===== config.mk =====
export PLATFORM = sky130hd
export DESIGN_NAME = sts_core
export DESIGN_NICKNAME = d
export VERILOG_FILES = /design/src/hdl/sts_pkg.sv /design/src/hdl/sts_core.sv
export SDC_FILE = /design/constraint.sdc
export NUM_CORES = 1
export LEC_CHECK = 0
export BUFFER_PORTS_ARGS = -buffer_cell sky130_fd_sc_hd__buf_2
export CAP_MARGIN = 10
export CORE_ASPECT_RATIO = 1.75
export CORE_UTILIZATION = 62
export CTS_CLUSTER_SIZE = 16
export DETAILED_ROUTE_END_ITERATION = 6
export PLACE_DENSITY = 0.95
export SETUP_SLACK_MARGIN = 0.3
export SLEW_MARGIN = 20
export SYNTH_ARGS = -nofsm -noshare
export SYNTH_HDL_FRONTEND = slang
export SYNTH_SLANG_ARGS = --single-unit
export TNS_END_PERCENT = 1

===== constraint.sdc =====
create_clock -name clk_i -period 9.05 [get_ports clk_i]
set_clock_uncertainty 0.2 [all_clocks]
set_input_delay 0.905 -clock clk_i [delete_from_list [all_inputs] [get_ports clk_i]]
set_output_delay 0.905 -clock clk_i [all_outputs]
set_load 0.03 [all_outputs]

===== src/hdl/sts_pkg.sv =====
// Shared types and constants for the sorted table interval search block.
// Used by sts_core and sorted_table_interval_search; has no dependencies.
`timescale 1ns / 1ps

package sts_pkg;

  localparam int IDX_W     = 10;
  localparam int OUT_IDX_W = 11;
  localparam int IN_VAL_W  = 32;

  localparam logic FUNC_WRITE  = 1'b0;
  localparam logic FUNC_SEARCH = 1'b1;

  // Start of one item, from the input side to the sequencer.
  typedef struct packed {
    logic             start;
    logic             func;
    logic [IDX_W-1:0] lo;
    logic [IDX_W-1:0] hi;
  } sts_req_t;

  // Table read request issued by the sequencer.
  typedef struct packed {
    logic             en;
    logic [IDX_W-1:0] idx;
  } sts_rd_t;

  // Finished result held by the sequencer until the output register takes it.
  typedef struct packed {
    logic                 valid;
    logic                 is_search;
    logic                 bad;
    logic                 below;
    logic                 above;
    logic [OUT_IDX_W-1:0] idx;
  } sts_res_t;

endpackage


===== src/hdl/sts_core.sv =====
// Search sequencer: bound checks and bisection, one table read per cycle
// through a single shared key comparator. Depends on sts_pkg.
`timescale 1ns / 1ps

module sts_core
  import sts_pkg::*;
#(
  parameter int VALUE_WIDTH = 32
) (
  input  logic                          clk_i,
  input  logic                          rst_ni,
  input  sts_req_t                      req_i,
  input  logic signed [VALUE_WIDTH-1:0] key_i,
  output sts_rd_t                       rd_o,
  input  logic signed [VALUE_WIDTH-1:0] rd_val_i,
  output sts_res_t                      res_o,
  input  logic                          res_ack_i,
  output logic                          idle_o
);

  localparam logic [2:0] ST_IDLE    = 3'd0;
  localparam logic [2:0] ST_RD_LO   = 3'd1;
  localparam logic [2:0] ST_CMP_LO  = 3'd2;
  localparam logic [2:0] ST_CMP_HI  = 3'd3;
  localparam logic [2:0] ST_CMP_MID = 3'd4;
  localparam logic [2:0] ST_DONE    = 3'd5;

  logic [2:0]                    state_q, state_d;
  logic signed [VALUE_WIDTH-1:0] key_q, key_d;
  logic [IDX_W-1:0]              lo_q, lo_d;
  logic [IDX_W-1:0]              hi_q, hi_d;
  logic [IDX_W-1:0]              mid_q, mid_d;
  sts_res_t                      info_q, info_d;

  logic             key_lt;
  logic [IDX_W:0]   sum_lh;
  logic [IDX_W-1:0] mid_lh;
  logic [IDX_W-1:0] step_lo;
  logic [IDX_W-1:0] step_hi;
  logic [IDX_W:0]   step_sum;
  logic [IDX_W-1:0] step_mid;

  // The one comparator: key against whatever entry was read last cycle.
  assign key_lt = key_q < rd_val_i;

  assign sum_lh = {1'b0, lo_q} + {1'b0, hi_q};
  assign mid_lh = sum_lh[IDX_W:1];

  // Narrow the interval by the entry at mid, then form the next midpoint.
  always_comb begin
    step_lo = lo_q;
    step_hi = hi_q;
    if (key_lt) begin
      step_hi = mid_q;
    end else begin
      step_lo = mid_q;
    end
  end

  assign step_sum = {1'b0, step_lo} + {1'b0, step_hi};
  assign step_mid = step_sum[IDX_W:1];

  always_comb begin
    state_d = state_q;
    key_d   = key_q;
    lo_d    = lo_q;
    hi_d    = hi_q;
    mid_d   = mid_q;
    info_d  = info_q;
    rd_o    = '0;
    unique case (state_q)
      ST_IDLE: begin
        if (req_i.start) begin
          key_d  = key_i;
          lo_d   = req_i.lo;
          hi_d   = req_i.hi;
          info_d = '0;
          if (req_i.func == FUNC_WRITE) begin
            state_d = ST_DONE;
          end else if (req_i.hi <= req_i.lo) begin
            info_d.is_search = 1'b1;
            info_d.bad       = 1'b1;
            state_d          = ST_DONE;
          end else begin
            info_d.is_search = 1'b1;
            state_d          = ST_RD_LO;
          end
        end
      end
      ST_RD_LO: begin
        rd_o.en  = 1'b1;
        rd_o.idx = lo_q;
        state_d  = ST_CMP_LO;
      end
      ST_CMP_LO: begin
        if (key_lt) begin
          info_d.below = 1'b1;
          info_d.idx   = {1'b0, lo_q} - OUT_IDX_W'(1);
          state_d      = ST_DONE;
        end else begin
          rd_o.en  = 1'b1;
          rd_o.idx = hi_q;
          state_d  = ST_CMP_HI;
        end
      end
      ST_CMP_HI: begin
        if (!key_lt) begin
          info_d.above = 1'b1;
          info_d.idx   = {1'b0, hi_q};
          state_d      = ST_DONE;
        end else if (mid_lh == lo_q) begin
          info_d.idx = {1'b0, lo_q};
          state_d    = ST_DONE;
        end else begin
          rd_o.en  = 1'b1;
          rd_o.idx = mid_lh;
          mid_d    = mid_lh;
          state_d  = ST_CMP_MID;
        end
      end
      ST_CMP_MID: begin
        lo_d = step_lo;
        hi_d = step_hi;
        if (step_mid == step_lo) begin
          info_d.idx = {1'b0, step_mid};
          state_d    = ST_DONE;
        end else begin
          rd_o.en  = 1'b1;
          rd_o.idx = step_mid;
          mid_d    = step_mid;
        end
      end
      ST_DONE: begin
        if (res_ack_i) begin
          state_d = ST_IDLE;
        end
      end
      default: begin
        state_d = ST_IDLE;
      end
    endcase
  end

  always_ff @(posedge clk_i or negedge rst_ni) begin
    if (!rst_ni) begin
      state_q <= ST_IDLE;
    end else begin
      state_q <= state_d;
    end
  end

  always_ff @(posedge clk_i) begin
    key_q  <= key_d;
    lo_q   <= lo_d;
    hi_q   <= hi_d;
    mid_q  <= mid_d;
    info_q <= info_d;
  end

  always_comb begin
    res_o       = info_q;
    res_o.valid = (state_q == ST_DONE);
  end

  assign idle_o = (state_q == ST_IDLE);

endmodule


==> impl_results.md <==
* Max FO, Critical Path at 29
* Mapped Nets at 857
* Hold-fix buffers, CTS at 0
* Worst r2r dst: res_o[0]
* HP Class: input port to asynchronous set/reset pin
* Global-route wire length before repair at 30600 um
* ANT cells at 0
* Sequential-to-total area share from yosys stat at 37.1%
* Final Hold Fails at 0
* Clock buffer depth at 2
* Post-DRT Antenna Nets at 0
* Outcome: complete, but fails checks
* Critical Path Slowest Stage Cell: nor4_4
* Most used DFF post-synth: edfxtp_1
* Slew Limit Fails at 0
* Synth area leader: edfxtp_1
* Vias in the first global route at 6158
* Fin nets at 952
* Slew margin rel. at 24.4%
* Syn avg cell area at 9.09 um2
* Number of vias per cell at about 6.6
* Worst setup EP type: output pin
* Synth unique cells at 69
* Die W at about 79 um
* Drt wl/cell at between 20 and 25 um
* CP Capture Point: rd_o[9]
* Critical path depth at 20
* Top post-synthesis cells by area: edfxtp_1, ha_1, nand2_1, inv_1, xnor2_1
* Period Utilization, post-route at between 90% and 100%
* Aggregate negative setup slack at 0 ns
* Async S/R FF share, synth at 3.75%
* Postcts setup bufs at 0
* Hold Slack at about 0.14 ns
* Gr ovfl total at 0
* Worst Tran Pin Value at 1.13 ns
* Clk sinks at 80
* Clk Tree Root Cell: clkbuf_16
* Initial core utilization at 64.5%
* Port bufs at 116
* Total track usage at between 30% and 40%
* #FFs+latches synth at 80
* R2R setup slack at 1.79 ns
* Cells after Synth at 707
* Count of final setup violators at 0
* Critical Path Max Stage Delay at approximately 0.84 ns
* Critical path, cell by cell: buf_2 > inv_1 > ha_1 > nand4_1 > nor4_1 > a311oi_2 > a211oi_2 > o21ba_2 > nand2_1 > nand2_1 > ha_1 > a311oi_1 > o21ai_0 > a2bb2oi_2 > a31oi_1 > xnor3_1 > o2111ai_2 > nor4_4 > o21ai_0 > buf_2
* Final core utilization at 73.7%
* Die area at 10800 um2
* Failing checks: design-rule violations
* Clock-pin slew on the worst setup and hold paths at roughly 0.060 ns
* CP startpoint: rd_val_i[14]
* Buf/Inv on CP at 3
* Fillers at approximately 700
* TritonRoute pass-1 iters at 7
* Rows at 48
* Worst EP required at 7.95 ns
* Area after DPL at 7050 um2
* Latest clock arrival within the worst-skew pair at 0.35 ns
* Area Overhead vs Synth at 14.2%
* Core footprint at 9970 um2
* Global placement routability congestion at 1.07
* Post-synth top area share at between 30% and 40%
* Post-synthesis cell area at 6430 um2
* Drc violations at 16
* Initial DRC count at 873
* Tmin final at 8.23 ns
* RSZ-0062 raised after global routing: no
* Fmax at 0.121 GHz
* Top Ports at 117
* Number of flops mapped to enable cells by yosys at 77
* Largest net degree at the start of global routing at 35
* Worst setup path class: input port to output pin
* Number of gates resized after cts at 0
* Num CTS Buffers at 9
* H-tree Lvls at 3
* Crit path launch type: input port
* Reg2reg path depth at 17
* DR vias at 6126
* Layout cells sized above 1 at between 15 and 20%
* Detailed Place HPWL at 15200 um
* Cell family with most CP delay: compound AO/OA/AOI/OAI gates
* Maximum capacitance violations at 0
* CTS tree: done
* Design area at 7340 um2
* Number of synthesis warnings at 0
* R2R Path Start: key_q[14]
* Critical Path AT at 7.13 ns
* Initial antenna violation count at 0
* Total wire length at 20100 um
* Die Height at 137 um
## placed cells by master (no fill, tap or decap), types with 8 or more instances in the layout
cell type,netlist,final
nand3_1,10,10
a222oi_1,10,10
mux2i_1,16,16
inv_1,66,66
o21ai_0,40,40
nor3_1,17,17
nand2_1,111,111
edfxtp_1,77,77
nor2b_1,8,8
buf_2,1,116
a21oi_1,32,32
nor2_1,28,28
a21o_1,11,11
nand2b_1,12,12
xor2_1,13,13
ha_1,60,60
clkbuf_16,0,9
o21ai_1,9,9
nand4_1,10,10
xnor2_1,27,27
## metrics by stage
| stage | setup slack [ns] | std cells |
|---|---|---|
| floorplan | 2.10 | 707 |
| global placement | 1.18 | 916 |
| detailed placement | 1.01 | 916 |
| CTS | 0.961 | 932 |
| global route | 0.511 | 932 |
| finish | 0.817 | 932 |
## sequential cells by signal (all words and copies together), names as in the netlist
signal   count
res_o       15
key_q       32
hi_q        10
lo_q        10
state_q      3
mid_q       10
## metal layers
metal | vias up | track usage [%] | share of wire [%]
li1 | 2754 | - | -
met3 | 107 | 7.60 | 8.5
met5 | - | 0 | 0
met4 | 0 | 28.9 | 7.2
met1 | 2829 | 38.2 | 33
met2 | 436 | 67.2 | 51
## kinds of logic after synthesis
group,count (synthesis),synth area share [%]
muxes,24,3.93
DFF,80,37.1
xor gates and xnor gates,41,5.80
adders and majority gates,61,12.0
and+or+nand+nor,231,17.3
buffers and inverters,104,6.33
AOI/OAI and AO/OA,166,17.5
## worst min-delay path by stage
stage | startpoint | cells past startpoint | slack (ns) | to
4_1_cts | rst_ni | 1 | 0.14 | state_q[0]
2_1_floorplan | hi_q[5] | 2 | 0.40 | res_o[5]
3_5_place_dp | state_q[0] | 1 | 0.46 | state_q[2]
5_1_grt | rst_ni | 1 | 0.14 | state_q[0]
3_3_place_gp | state_q[0] | 1 | 0.45 | state_q[2]
6_report | rst_ni | 1 | 0.14 | state_q[0]
## cell usage after synthesis (2+ instances only)
cell	count
a2111oi_0	2
a211oi_1	7
a21o_1	11
a21oi_1	32
a221oi_1	3
a222oi_1	10
a22oi_1	3
a311oi_1	2
a31oi_1	5
and2_1	5
and3_1	3
and4_1	2
buf_1	4
buf_6	2
clkbuf_1	30
dfrtp_1	3
edfxtp_1	77
ha_1	60
inv_1	66
mux2_2	7
mux2i_1	16
nand2_1	111
nand2b_1	12
nand3_1	10
nand3b_1	3
nand4_1	10
nor2_1	28
nor2b_1	8
nor3_1	17
nor3b_1	5
nor4_1	5
nor4b_1	2
o211ai_1	7
o21a_1	2
o21ai_0	40
o21ai_1	9
o21bai_1	5
o221ai_1	6
o22ai_1	5
or3_1	5
xnor2_1	27
xor2_1	13
## cell type report
type	count	area (um2)	share of cell area, %
timing repair buffer	121	618	8.42
inverter	67	251	3.42
multi-input combinational	523	3630	49.5
sequential	80	2390	32.5
clock buffer	10	229	3.12
clock inverter	6	67.6	0.920
tap	125	156	2.13
Power is left out: the tool's default activity adds up to more than one toggle a clock period on the data nets, which glitch-free logic cannot reach.
